===== src/sv/dtf_pkg.sv =====
package dtf_pkg;

	localparam int DIV_W    = 64;
	localparam int REM_W    = 10;
	localparam int CHUNK_W  = 16;
	localparam int RECIP_W  = 28;
	localparam int RECIP_SH = 32;

	typedef struct packed {
		logic               load;
		logic               mul;
		logic               fix;
		logic [REM_W-1:0]   divisor;
		logic [RECIP_W-1:0] recip;
	} dtf_div_ctrl_t;

	// divisor for each split: ms, seconds, minutes, hours
	function automatic logic [REM_W-1:0] split_divisor(input logic [1:0] idx);
		logic [REM_W-1:0] d;
		case (idx)
			2'd0: d = REM_W'(1000);
			2'd1: d = REM_W'(60);
			2'd2: d = REM_W'(60);
			default: d = REM_W'(24);
		endcase
		return d;
	endfunction

	// floor(2^RECIP_SH / divisor), same order as split_divisor
	function automatic logic [RECIP_W-1:0] split_recip(input logic [1:0] idx);
		logic [RECIP_W-1:0] m;
		case (idx)
			2'd0: m = RECIP_W'((64'd1 << RECIP_SH) / 64'd1000);
			2'd1: m = RECIP_W'((64'd1 << RECIP_SH) / 64'd60);
			2'd2: m = RECIP_W'((64'd1 << RECIP_SH) / 64'd60);
			default: m = RECIP_W'((64'd1 << RECIP_SH) / 64'd24);
		endcase
		return m;
	endfunction

endpackage


===== src/sv/dtf_div.sv =====
// Divider by a small constant, 16 dividend bits per step: a reciprocal multiply
// gives a quotient estimate at most one low, the next cycle corrects it.
module dtf_div (
	input  logic                         clk,
	input  logic                         arst_n,
	input  dtf_pkg::dtf_div_ctrl_t       ctrl,
	input  logic [dtf_pkg::DIV_W-1:0]    load_val,
	output logic [dtf_pkg::DIV_W-1:0]    quot,
	output logic [dtf_pkg::REM_W-1:0]    rem
);

	localparam int X_W = dtf_pkg::REM_W + dtf_pkg::CHUNK_W;
	localparam int P_W = X_W + dtf_pkg::RECIP_W;

	logic [dtf_pkg::DIV_W-1:0]   dvd_q;
	logic [dtf_pkg::REM_W-1:0]   rem_q;
	logic [dtf_pkg::CHUNK_W-1:0] q0_q;
	logic [X_W-1:0]              x;
	logic [X_W-1:0]              qd;
	logic [X_W-1:0]              r0;
	logic [X_W:0]                diff;
	logic [P_W-1:0]              prod;
	logic                        ge;
	logic [dtf_pkg::CHUNK_W-1:0] q_fix;

	assign x     = {rem_q, dvd_q[dtf_pkg::DIV_W-1 -: dtf_pkg::CHUNK_W]};
	assign prod  = P_W'(x) * P_W'(ctrl.recip);
	assign qd    = X_W'(q0_q) * X_W'(ctrl.divisor);
	assign r0    = x - qd;
	assign diff  = {1'b0, r0} - (X_W+1)'(ctrl.divisor);
	assign ge    = !diff[X_W];
	assign q_fix = ge ? q0_q + dtf_pkg::CHUNK_W'(1) : q0_q;

	always_ff @(posedge clk or negedge arst_n) begin
		if (!arst_n) begin
			rem_q <= '0;
			dvd_q <= '0;
			q0_q  <= '0;
		end else if (ctrl.load) begin
			rem_q <= '0;
			dvd_q <= load_val;
		end else if (ctrl.mul) begin
			q0_q <= prod[dtf_pkg::RECIP_SH +: dtf_pkg::CHUNK_W];
		end else if (ctrl.fix) begin
			rem_q <= ge ? diff[dtf_pkg::REM_W-1:0] : r0[dtf_pkg::REM_W-1:0];
			dvd_q <= {dvd_q[dtf_pkg::DIV_W-dtf_pkg::CHUNK_W-1:0], q_fix};
		end
	end

	assign quot = dvd_q;
	assign rem  = rem_q;

endmodule


===== src/sv/duration_text_formatter.sv =====
// Formats a signed millisecond duration as ASCII text, one character per output
// transfer with last on the final one. format_mode 0 gives [-][d.]HH:MM:SS[.fff],
// 1 gives ISO 8601 [-]P[nD][T[nH][nM][n[.f]S]] (zero is PT0S). One item at a time:
// in_stall stays high from acceptance until the final character is in the output
// register. The magnitude is split by a shared divider taking 16 bits per multiply/correct
// step (four divisions), days and milliseconds go to BCD by shift-and-add-3, then the
// text is built into a 32-entry buffer and sent one character per cycle while
// out_stall is low. The next item can be taken the cycle after the final character
// is loaded.
module duration_text_formatter (
	input  logic        clk,
	input  logic        arst_n,
	input  logic        in_valid,
	output logic        in_stall,
	input  logic [63:0] duration_ms,
	output logic        out_valid,
	input  logic        out_stall,
	output logic [7:0]  char_code,
	output logic        last,
	input  logic        cfg_valid,
	output logic        cfg_ready,
	input  logic        format_mode
);

	localparam logic [2:0] ST_IDLE  = 3'd0;
	localparam logic [2:0] ST_DIV   = 3'd1;
	localparam logic [2:0] ST_BCD_D = 3'd2;
	localparam logic [2:0] ST_BCD_M = 3'd3;
	localparam logic [2:0] ST_BUILD = 3'd4;
	localparam logic [2:0] ST_SEND  = 3'd5;

	localparam logic [4:0] SL_SIGN  = 5'd0;
	localparam logic [4:0] SL_P     = 5'd1;
	localparam logic [4:0] SL_ZT    = 5'd2;
	localparam logic [4:0] SL_Z0    = 5'd3;
	localparam logic [4:0] SL_ZS    = 5'd4;
	localparam logic [4:0] SL_DAYS  = 5'd5;
	localparam logic [4:0] SL_DSEP  = 5'd6;
	localparam logic [4:0] SL_T     = 5'd7;
	localparam logic [4:0] SL_HT    = 5'd8;
	localparam logic [4:0] SL_HU    = 5'd9;
	localparam logic [4:0] SL_HSEP  = 5'd10;
	localparam logic [4:0] SL_MT    = 5'd11;
	localparam logic [4:0] SL_MU    = 5'd12;
	localparam logic [4:0] SL_MSEP  = 5'd13;
	localparam logic [4:0] SL_ST    = 5'd14;
	localparam logic [4:0] SL_SU    = 5'd15;
	localparam logic [4:0] SL_DOT   = 5'd16;
	localparam logic [4:0] SL_F2    = 5'd17;
	localparam logic [4:0] SL_F1    = 5'd18;
	localparam logic [4:0] SL_F0    = 5'd19;
	localparam logic [4:0] SL_SSEP  = 5'd20;
	localparam logic [4:0] SL_END   = 5'd21;

	localparam logic [7:0] CH_MINUS = 8'h2D;
	localparam logic [7:0] CH_DOT   = 8'h2E;
	localparam logic [7:0] CH_COLON = 8'h3A;
	localparam logic [7:0] CH_ZERO  = 8'h30;
	localparam logic [7:0] CH_P     = 8'h50;
	localparam logic [7:0] CH_T     = 8'h54;
	localparam logic [7:0] CH_S     = 8'h53;
	localparam logic [7:0] CH_D     = 8'h44;
	localparam logic [7:0] CH_H     = 8'h48;
	localparam logic [7:0] CH_M     = 8'h4D;

	localparam logic [4:0] TEXT_MAX = 5'd29;

	// divider steps per split: four multiply/correct pairs, then capture
	localparam logic [3:0] DIV_LAST = 4'd8;

	logic [2:0]  state_q;
	logic        mode_q;
	logic        neg_q;
	logic [3:0]  cnt_q;
	logic [1:0]  idx_q;
	logic [9:0]  ms_q;
	logic [5:0]  sec_q;
	logic [5:0]  min_q;
	logic [4:0]  hr_q;
	logic [36:0] bin_q;
	logic [47:0] bcd_q;
	logic [5:0]  bcnt_q;
	logic [47:0] days_bcd_q;
	logic [11:0] ms_bcd_q;
	logic [4:0]  slot_q;
	logic [3:0]  di_q;
	logic        started_q;
	logic [4:0]  wptr_q;
	logic [4:0]  len_q;
	logic [4:0]  rptr_q;
	logic [7:0]  buf_q [32];
	logic        out_valid_q;
	logic [7:0]  char_q;
	logic        last_q;

	dtf_pkg::dtf_div_ctrl_t     div_ctrl;
	logic [dtf_pkg::DIV_W-1:0] div_load_val;
	logic [dtf_pkg::DIV_W-1:0] quot;
	logic [dtf_pkg::REM_W-1:0] rem;
	logic [63:0]               mag;
	logic                      in_acc;

	assign in_acc = in_valid && !in_stall;
	assign mag    = duration_ms[63] ? (~duration_ms + 64'd1) : duration_ms;

	always_comb begin
		div_ctrl.load    = in_acc || (state_q == ST_DIV && cnt_q == DIV_LAST);
		div_ctrl.mul     = (state_q == ST_DIV) && (cnt_q != DIV_LAST) && !cnt_q[0];
		div_ctrl.fix     = (state_q == ST_DIV) && (cnt_q != DIV_LAST) && cnt_q[0];
		div_ctrl.divisor = dtf_pkg::split_divisor(idx_q);
		div_ctrl.recip   = dtf_pkg::split_recip(idx_q);
		div_load_val     = (state_q == ST_IDLE) ? mag : quot;
	end

	dtf_div u_div (
		.clk      (clk),
		.arst_n   (arst_n),
		.ctrl     (div_ctrl),
		.load_val (div_load_val),
		.quot     (quot),
		.rem      (rem)
	);

	// shift-and-add-3 step
	logic [47:0] adj;
	logic [47:0] bcd_n;
	always_comb begin
		for (int i = 0; i < 12; i++) begin
			adj[i*4 +: 4] = (bcd_q[i*4 +: 4] >= 4'd5) ? bcd_q[i*4 +: 4] + 4'd3
				: bcd_q[i*4 +: 4];
		end
		bcd_n = {adj[46:0], bin_q[36]};
	end

	function automatic logic [3:0] tens_of(input logic [5:0] v);
		logic [3:0] t;
		if (v >= 6'd50)      t = 4'd5;
		else if (v >= 6'd40) t = 4'd4;
		else if (v >= 6'd30) t = 4'd3;
		else if (v >= 6'd20) t = 4'd2;
		else if (v >= 6'd10) t = 4'd1;
		else                 t = 4'd0;
		return t;
	endfunction

	logic [3:0] hr_t, hr_u, min_t, min_u, sec_t, sec_u, day_d;
	logic       days_nz, hr_nz, min_nz, sec_or_ms, ms_nz, rest_nz, zero, iso;
	logic       wr_en;
	logic [7:0] wr_ch;

	always_comb begin
		hr_t  = tens_of({1'b0, hr_q});
		min_t = tens_of(min_q);
		sec_t = tens_of(sec_q);
		hr_u  = 4'(hr_q - {hr_t[1:0], 3'b0} - {1'b0, hr_t[2:0], 1'b0});
		min_u = 4'(min_q - {min_t[2:0], 3'b0} - {2'b0, min_t[2:0], 1'b0});
		sec_u = 4'(sec_q - {sec_t[2:0], 3'b0} - {2'b0, sec_t[2:0], 1'b0});
		day_d = days_bcd_q[di_q*4 +: 4];
		iso       = mode_q;
		days_nz   = days_bcd_q != '0;
		hr_nz     = hr_q != '0;
		min_nz    = min_q != '0;
		ms_nz     = ms_q != '0;
		sec_or_ms = (sec_q != '0) || ms_nz;
		rest_nz   = hr_nz || min_nz || sec_or_ms;
		zero      = !days_nz && !rest_nz;
		wr_en = 1'b0;
		wr_ch = CH_ZERO;
		case (slot_q)
			SL_SIGN: begin wr_en = neg_q; wr_ch = CH_MINUS; end
			SL_P:    begin wr_en = iso; wr_ch = CH_P; end
			SL_ZT:   begin wr_en = iso && zero; wr_ch = CH_T; end
			SL_Z0:   begin wr_en = iso && zero; wr_ch = CH_ZERO; end
			SL_ZS:   begin wr_en = iso && zero; wr_ch = CH_S; end
			SL_DAYS: begin
				wr_en = days_nz && (day_d != 4'd0 || started_q || di_q == 4'd0);
				wr_ch = CH_ZERO + {4'd0, day_d};
			end
			SL_DSEP: begin wr_en = days_nz; wr_ch = iso ? CH_D : CH_DOT; end
			SL_T:    begin wr_en = iso && rest_nz; wr_ch = CH_T; end
			SL_HT: begin
				wr_en = !iso || (hr_nz && hr_t != 4'd0);
				wr_ch = CH_ZERO + {4'd0, hr_t};
			end
			SL_HU:   begin wr_en = !iso || hr_nz; wr_ch = CH_ZERO + {4'd0, hr_u}; end
			SL_HSEP: begin wr_en = !iso || hr_nz; wr_ch = iso ? CH_H : CH_COLON; end
			SL_MT: begin
				wr_en = !iso || (min_nz && min_t != 4'd0);
				wr_ch = CH_ZERO + {4'd0, min_t};
			end
			SL_MU:   begin wr_en = !iso || min_nz; wr_ch = CH_ZERO + {4'd0, min_u}; end
			SL_MSEP: begin wr_en = !iso || min_nz; wr_ch = iso ? CH_M : CH_COLON; end
			SL_ST: begin
				wr_en = !iso || (sec_or_ms && sec_t != 4'd0);
				wr_ch = CH_ZERO + {4'd0, sec_t};
			end
			SL_SU:   begin wr_en = !iso || sec_or_ms; wr_ch = CH_ZERO + {4'd0, sec_u}; end
			SL_DOT:  begin wr_en = ms_nz; wr_ch = CH_DOT; end
			SL_F2:   begin wr_en = ms_nz; wr_ch = CH_ZERO + {4'd0, ms_bcd_q[11:8]}; end
			SL_F1: begin
				wr_en = ms_nz && (!iso || ms_bcd_q[7:0] != 8'd0);
				wr_ch = CH_ZERO + {4'd0, ms_bcd_q[7:4]};
			end
			SL_F0: begin
				wr_en = ms_nz && (!iso || ms_bcd_q[3:0] != 4'd0);
				wr_ch = CH_ZERO + {4'd0, ms_bcd_q[3:0]};
			end
			SL_SSEP: begin wr_en = iso && sec_or_ms; wr_ch = CH_S; end
			default: begin wr_en = 1'b0; wr_ch = CH_ZERO; end
		endcase
	end

	logic send_load;
	assign send_load = (state_q == ST_SEND) && (!out_valid_q || !out_stall);

	always_ff @(posedge clk or negedge arst_n) begin
		if (!arst_n) begin
			state_q     <= ST_IDLE;
			mode_q      <= 1'b0;
			cnt_q       <= '0;
			idx_q       <= '0;
			bcnt_q      <= '0;
			slot_q      <= SL_SIGN;
			di_q        <= '0;
			started_q   <= 1'b0;
			wptr_q      <= '0;
			len_q       <= '0;
			rptr_q      <= '0;
			out_valid_q <= 1'b0;
		end else begin
			if (cfg_valid && cfg_ready) mode_q <= format_mode;
			if (!out_stall) out_valid_q <= 1'b0;
			case (state_q)
				ST_IDLE: begin
					if (in_acc) begin
						state_q <= ST_DIV;
						cnt_q   <= '0;
						idx_q   <= '0;
					end
				end
				ST_DIV: begin
					if (cnt_q == DIV_LAST) begin
						cnt_q <= '0;
						idx_q <= idx_q + 2'd1;
						if (idx_q == 2'd3) begin
							state_q <= ST_BCD_D;
							bcnt_q  <= '0;
						end
					end else begin
						cnt_q <= cnt_q + 4'd1;
					end
				end
				ST_BCD_D: begin
					bcnt_q <= bcnt_q + 6'd1;
					if (bcnt_q == 6'd36) begin
						state_q <= ST_BCD_M;
						bcnt_q  <= '0;
					end
				end
				ST_BCD_M: begin
					bcnt_q <= bcnt_q + 6'd1;
					if (bcnt_q == 6'd9) begin
						state_q   <= ST_BUILD;
						slot_q    <= SL_SIGN;
						di_q      <= 4'd11;
						started_q <= 1'b0;
						wptr_q    <= '0;
					end
				end
				ST_BUILD: begin
					if (wr_en && wptr_q < TEXT_MAX) wptr_q <= wptr_q + 5'd1;
					if (slot_q == SL_DAYS && wr_en) started_q <= 1'b1;
					if (slot_q == SL_DAYS && di_q != 4'd0) begin
						di_q <= di_q - 4'd1;
					end else if (slot_q == SL_END) begin
						state_q <= ST_SEND;
						len_q   <= wptr_q;
						rptr_q  <= '0;
					end else begin
						slot_q <= slot_q + 5'd1;
					end
				end
				ST_SEND: begin
					if (send_load) begin
						out_valid_q <= 1'b1;
						rptr_q      <= rptr_q + 5'd1;
						if (rptr_q == len_q - 5'd1) state_q <= ST_IDLE;
					end
				end
				default: state_q <= ST_IDLE;
			endcase
		end
	end

	// payload registers
	always_ff @(posedge clk) begin
		if (in_acc) neg_q <= duration_ms[63];
		if (state_q == ST_DIV && cnt_q == DIV_LAST) begin
			case (idx_q)
				2'd0: ms_q  <= rem;
				2'd1: sec_q <= rem[5:0];
				2'd2: min_q <= rem[5:0];
				default: begin
					hr_q  <= rem[4:0];
					bin_q <= quot[36:0];
					bcd_q <= '0;
				end
			endcase
		end
		if (state_q == ST_BCD_D) begin
			if (bcnt_q == 6'd36) begin
				days_bcd_q <= bcd_n;
				bcd_q      <= '0;
				bin_q      <= {ms_q, 27'd0};
			end else begin
				bcd_q <= bcd_n;
				bin_q <= {bin_q[35:0], 1'b0};
			end
		end
		if (state_q == ST_BCD_M) begin
			bcd_q <= bcd_n;
			bin_q <= {bin_q[35:0], 1'b0};
			if (bcnt_q == 6'd9) ms_bcd_q <= bcd_n[11:0];
		end
		if (state_q == ST_BUILD && wr_en && wptr_q < TEXT_MAX) buf_q[wptr_q] <= wr_ch;
		if (send_load) begin
			char_q <= buf_q[rptr_q];
			last_q <= rptr_q == len_q - 5'd1;
		end
	end

	assign in_stall  = state_q != ST_IDLE;
	assign cfg_ready = 1'b1;
	assign out_valid = out_valid_q;
	assign char_code = char_q;
	assign last      = last_q;

`ifndef SYNTHESIS
	a_len_min: assert property (@(posedge clk) disable iff (!arst_n)
		(state_q == ST_SEND) |-> (len_q >= 5'd3))
		else $error("text shorter than three characters");
	a_rptr: assert property (@(posedge clk) disable iff (!arst_n)
		(state_q == ST_SEND) |-> (rptr_q < len_q))
		else $error("read pointer past text end");
	a_start: assert property (@(posedge clk) disable iff (!arst_n)
		in_acc |=> (state_q == ST_DIV && cnt_q == 4'd0 && idx_q == 2'd0))
		else $error("accepted item did not start division");
	a_div_cnt: assert property (@(posedge clk) disable iff (!arst_n)
		(state_q == ST_DIV) |-> (cnt_q <= DIV_LAST))
		else $error("divider count overrun");
`endif

endmodule

===== config.mk =====
export PLATFORM = sky130hd
export DESIGN_NAME = duration_text_formatter
export DESIGN_NICKNAME = d
export VERILOG_FILES = /design/src/sv/dtf_pkg.sv /design/src/sv/dtf_div.sv /design/src/sv/duration_text_formatter.sv
export SDC_FILE = /design/constraint.sdc
export NUM_CORES = 2
export LEC_CHECK = 0
export ABC_CLOCK_PERIOD_IN_PS = 20900
export BUFFER_PORTS_ARGS = -buffer_cell sky130_fd_sc_hd__buf_2
export CELL_PAD_IN_SITES_DETAIL_PLACEMENT = 1
export CELL_PAD_IN_SITES_GLOBAL_PLACEMENT = 1
export CORE_MARGIN = 5
export CORE_UTILIZATION = 50
export DETAILED_ROUTE_END_ITERATION = 7
export PLACE_DENSITY = 0.78
export SYNTH_ARGS = -nofsm -noshare
export SYNTH_HDL_FRONTEND = slang
export SYNTH_SLANG_ARGS = --single-unit

===== constraint.sdc =====
create_clock -name clk -period 20.9 [get_ports clk]
set_clock_uncertainty 0.05 [all_clocks]
set_input_delay 1.045 -clock clk [delete_from_list [all_inputs] [get_ports clk]]
set_output_delay 1.045 -clock clk [all_outputs]
set_load 0.05 [all_outputs]

==> metrics <==
area growth from synthesis to layout 7.54%; Post-Synthesis Cell Area 0.0485 mm2; crit path to u_div.q0_q[11]$_DFFE_PN0P_; Post-Synthesis Cells between 4,000 and 5,000; initial antenna violation count 4; CTS tree yes; Worst Max-Slew Pin Slew between 1 and 1.5 ns; sequential fraction of the synthesis area 31.9%; Fillers 10,500; Setup-failing EPs final 0; largest family of logic cells by synthesized area adder cells; total grt overflow 0; 1st-pass router iterations 7; Initial Util 50.2%; total clock sinks between 500 and 600; htree depth 2; reg2reg path depth 25; fin. max-slew vios 0; worst skew pair latency roughly 0.64 ns; core box area 0.0966 mm2; first-pass GRT wire length 224,000 um; status finished, final reports clean; Nets 5,590; synth unique cells 85; CP arrival 9.75 ns; Die W approximately 320 um; vias in the first global route roughly 38,000; RSZ-0062 raised after global routing false; Setup TNS Final 0 ns; mux cell area share after synthesis under 10%; port bufs 79; Hold-fix buffers, CTS 0; Final Wtd Congestion approximately 1; HP Class reg2reg; clock buffer count from CTS 55; most frequent cells in the layout 949 x inv_1, 594 x fa_1, 404 x edfxtp_1; worst r2r src idx_q[0]$_DFFE_PN0P_; Setup CP Type reg2reg; Std-Cell Rows 114; all-layer global routing usage roughly 28%; Final ANT Viol Nets 0; Final Hold Fails 0; synth warn 0; # DRC 0; Die Y 322 um; Worst setup EP type flop; vias 33,400; CTS max path bufs 3; type of origin of the critical path flop; post-CTS setup buffer count 0; CP required 21.33 ns; Iteration-0 DRC Markers 2,242; WL/cell 24.6 um; crit-path max FO 38; Clk pin slew, worst setup/hold paths approximately 0.07 ns; Most used DFF post-synth edfxtp_1; commonest non-fill, non-tap cell in the layout inv_1; reg2reg end u_div.q0_q[11]$_DFFE_PN0P_; #FFs+latches synth 537; number of max-cap violations 0; f_max 0.107 GHz; Post-Synth Simple-Gate Area a little over 10%; DR vias/cell about 5.7; Post-Syn Area per Cell 10.7 um2; Reg2Reg Setup Slack 11.58 ns; share of layout cells above drive strength 1 7.45%; Critical path origin idx_q[0]$_DFFE_PN0P_; final worst path period share between 40% and 50%; Slew headroom 6.88%; EDFF count, synth approximately 400; post-cts resize count 0; WL final 145,000 um; ant diodes 0; clk root buf clkbuf_16; die footprint approximately 0.10 mm2; asr flop ratio synth 24.6%; IO Count 82; pin count of the biggest net entering global routing a little under 90; adder and majority gate portion of the synthesized area 34.0%; Final min period 9.32 ns; complex-gate fraction of the synthesized area between 7 and 8%; post-DP HPWL 116,000 um; Synth Area in XOR/XNOR 2.98%
==> worst max-delay path: stages (launching register included) <==
cell      delay, ns
dfrtp_1        0.43
inv_1          0.14
ha_2           0.17
buf_4          0.44
inv_1          0.52
nor2_1         0.66
fa_1           0.54
fa_1           0.44
fa_1           0.58
fa_1           0.47
fa_1           0.56
fa_1           0.58
inv_1          0.06
fa_1           0.54
inv_1          0.04
ha_1           0.30
nand4_1        0.11
nor3_1         0.26
o211ai_1       0.12
and2_1         0.18
o21ai_0        0.88
nand2_1        0.17
o31ai_1        0.39
a21oi_1        0.14
xnor2_1        0.13
mux2_2         0.25
==> cell type report <==
cell class | count | area (um2) | share of cell area (%)
Clock buffer | 69 | 1490 | 2.86
Clock inverter | 35 | 394 | 0.755
Inverter | 951 | 3570 | 6.84
Multi-Input combinational cell | 2902 | 29000 | 55.6
Sequential cell | 537 | 15500 | 29.6
Tap cell | 1276 | 1600 | 3.06
Timing Repair Buffer | 113 | 657 | 1.26
==> metal layers <==
layer  GRT usage, %  vias to the layer above  routed length (um)
met5              0                        -                  53
met4           13.2                        8                8050
met3           4.68                      312                7480
met2           50.3                      889               73800
met1           34.3                    17300               55400
li1               -                    14900                   -
==> cells by family (layout without fill, tap and decap cells) <==
group           after synthesis  after routing
fa+ha+maj                   961            961
xor+xnor                    164            164
flops                       537            537
buf+inv                    1112           1168
other cells                   2             17
simple gates               1024           1024
compound gates              601            601
mux                         135            135
==> flip-flops by register name, summed over array words and instances, names as in the netlist, 4 cells and up <==
register and count:
buf_q 224, u_div.quot 64, bcd_q 48, days_bcd_q 48, bin_q 37, u_div.q0_q 16
ms_bcd_q 12, ms_q 10, u_div.rem 10, char_code 7, bcnt_q 6, min_q 6
sec_q 6, hr_q 5, len_q 5, rptr_q 5, slot_q 5, wptr_q 5
cnt_q 4, di_q 4
==> through the flow <==
| step | utilization, % | hold WS (ns) | setup slack [ns] | instances | cell area, um2 |
|---|---|---|---|---|---|
| floorplan | - | 0.373 | 13.18 | 4551 | 48600 |
| global placement | 52.1 | 0.380 | 12.08 | 5779 | 50300 |
| detailed placement | 52.1 | 0.385 | 11.73 | 5779 | 50300 |
| CTS | 54.0 | 0.404 | 11.68 | 5883 | 52200 |
| global route | 54.0 | 0.415 | 11.34 | 5883 | 52200 |
| finish | 54.0 | 0.409 | 11.58 | 5883 | 52200 |
==> how the worst min path moves through the flow <==
stage                        startpoint           endpoint  cells after the start
2_1_floorplan  u_div.rem[7]$_DFFE_PN0P_  ms_q[7]$_DFFE_PP_                      0
3_3_place_gp   u_div.rem[7]$_DFFE_PN0P_  ms_q[7]$_DFFE_PP_                      0
6_report       u_div.rem[7]$_DFFE_PN0P_  ms_q[7]$_DFFE_PP_                      0
4_1_cts        u_div.rem[7]$_DFFE_PN0P_  ms_q[7]$_DFFE_PP_                      0
3_5_place_dp   u_div.rem[7]$_DFFE_PN0P_  ms_q[7]$_DFFE_PP_                      0
5_1_grt        u_div.rem[7]$_DFFE_PN0P_  ms_q[7]$_DFFE_PP_                      0
==> synthesized netlist by cell type, types with 39 or more instances <==
master	number	share of area, %
clkbuf_1	140	1.1
dfrtp_1	132	6.8
mux2i_1	39	0.80
nand2_1	397	3.1
o21ai_0	233	2.4
fa_1	594	25
nor3_1	41	0.42
nand3_1	50	0.52
nor2_1	223	1.7
xnor2_1	95	1.7
ha_1	366	9.4
a21oi_1	131	1.4
inv_1	950	7.3
mux4_2	82	3.8
xor2_1	68	1.2
nand2b_1	79	1.0
edfxtp_1	404	25
Power is not shown: default switching activity piles up to over one toggle a cycle in this logic, so the estimate is an artifact.
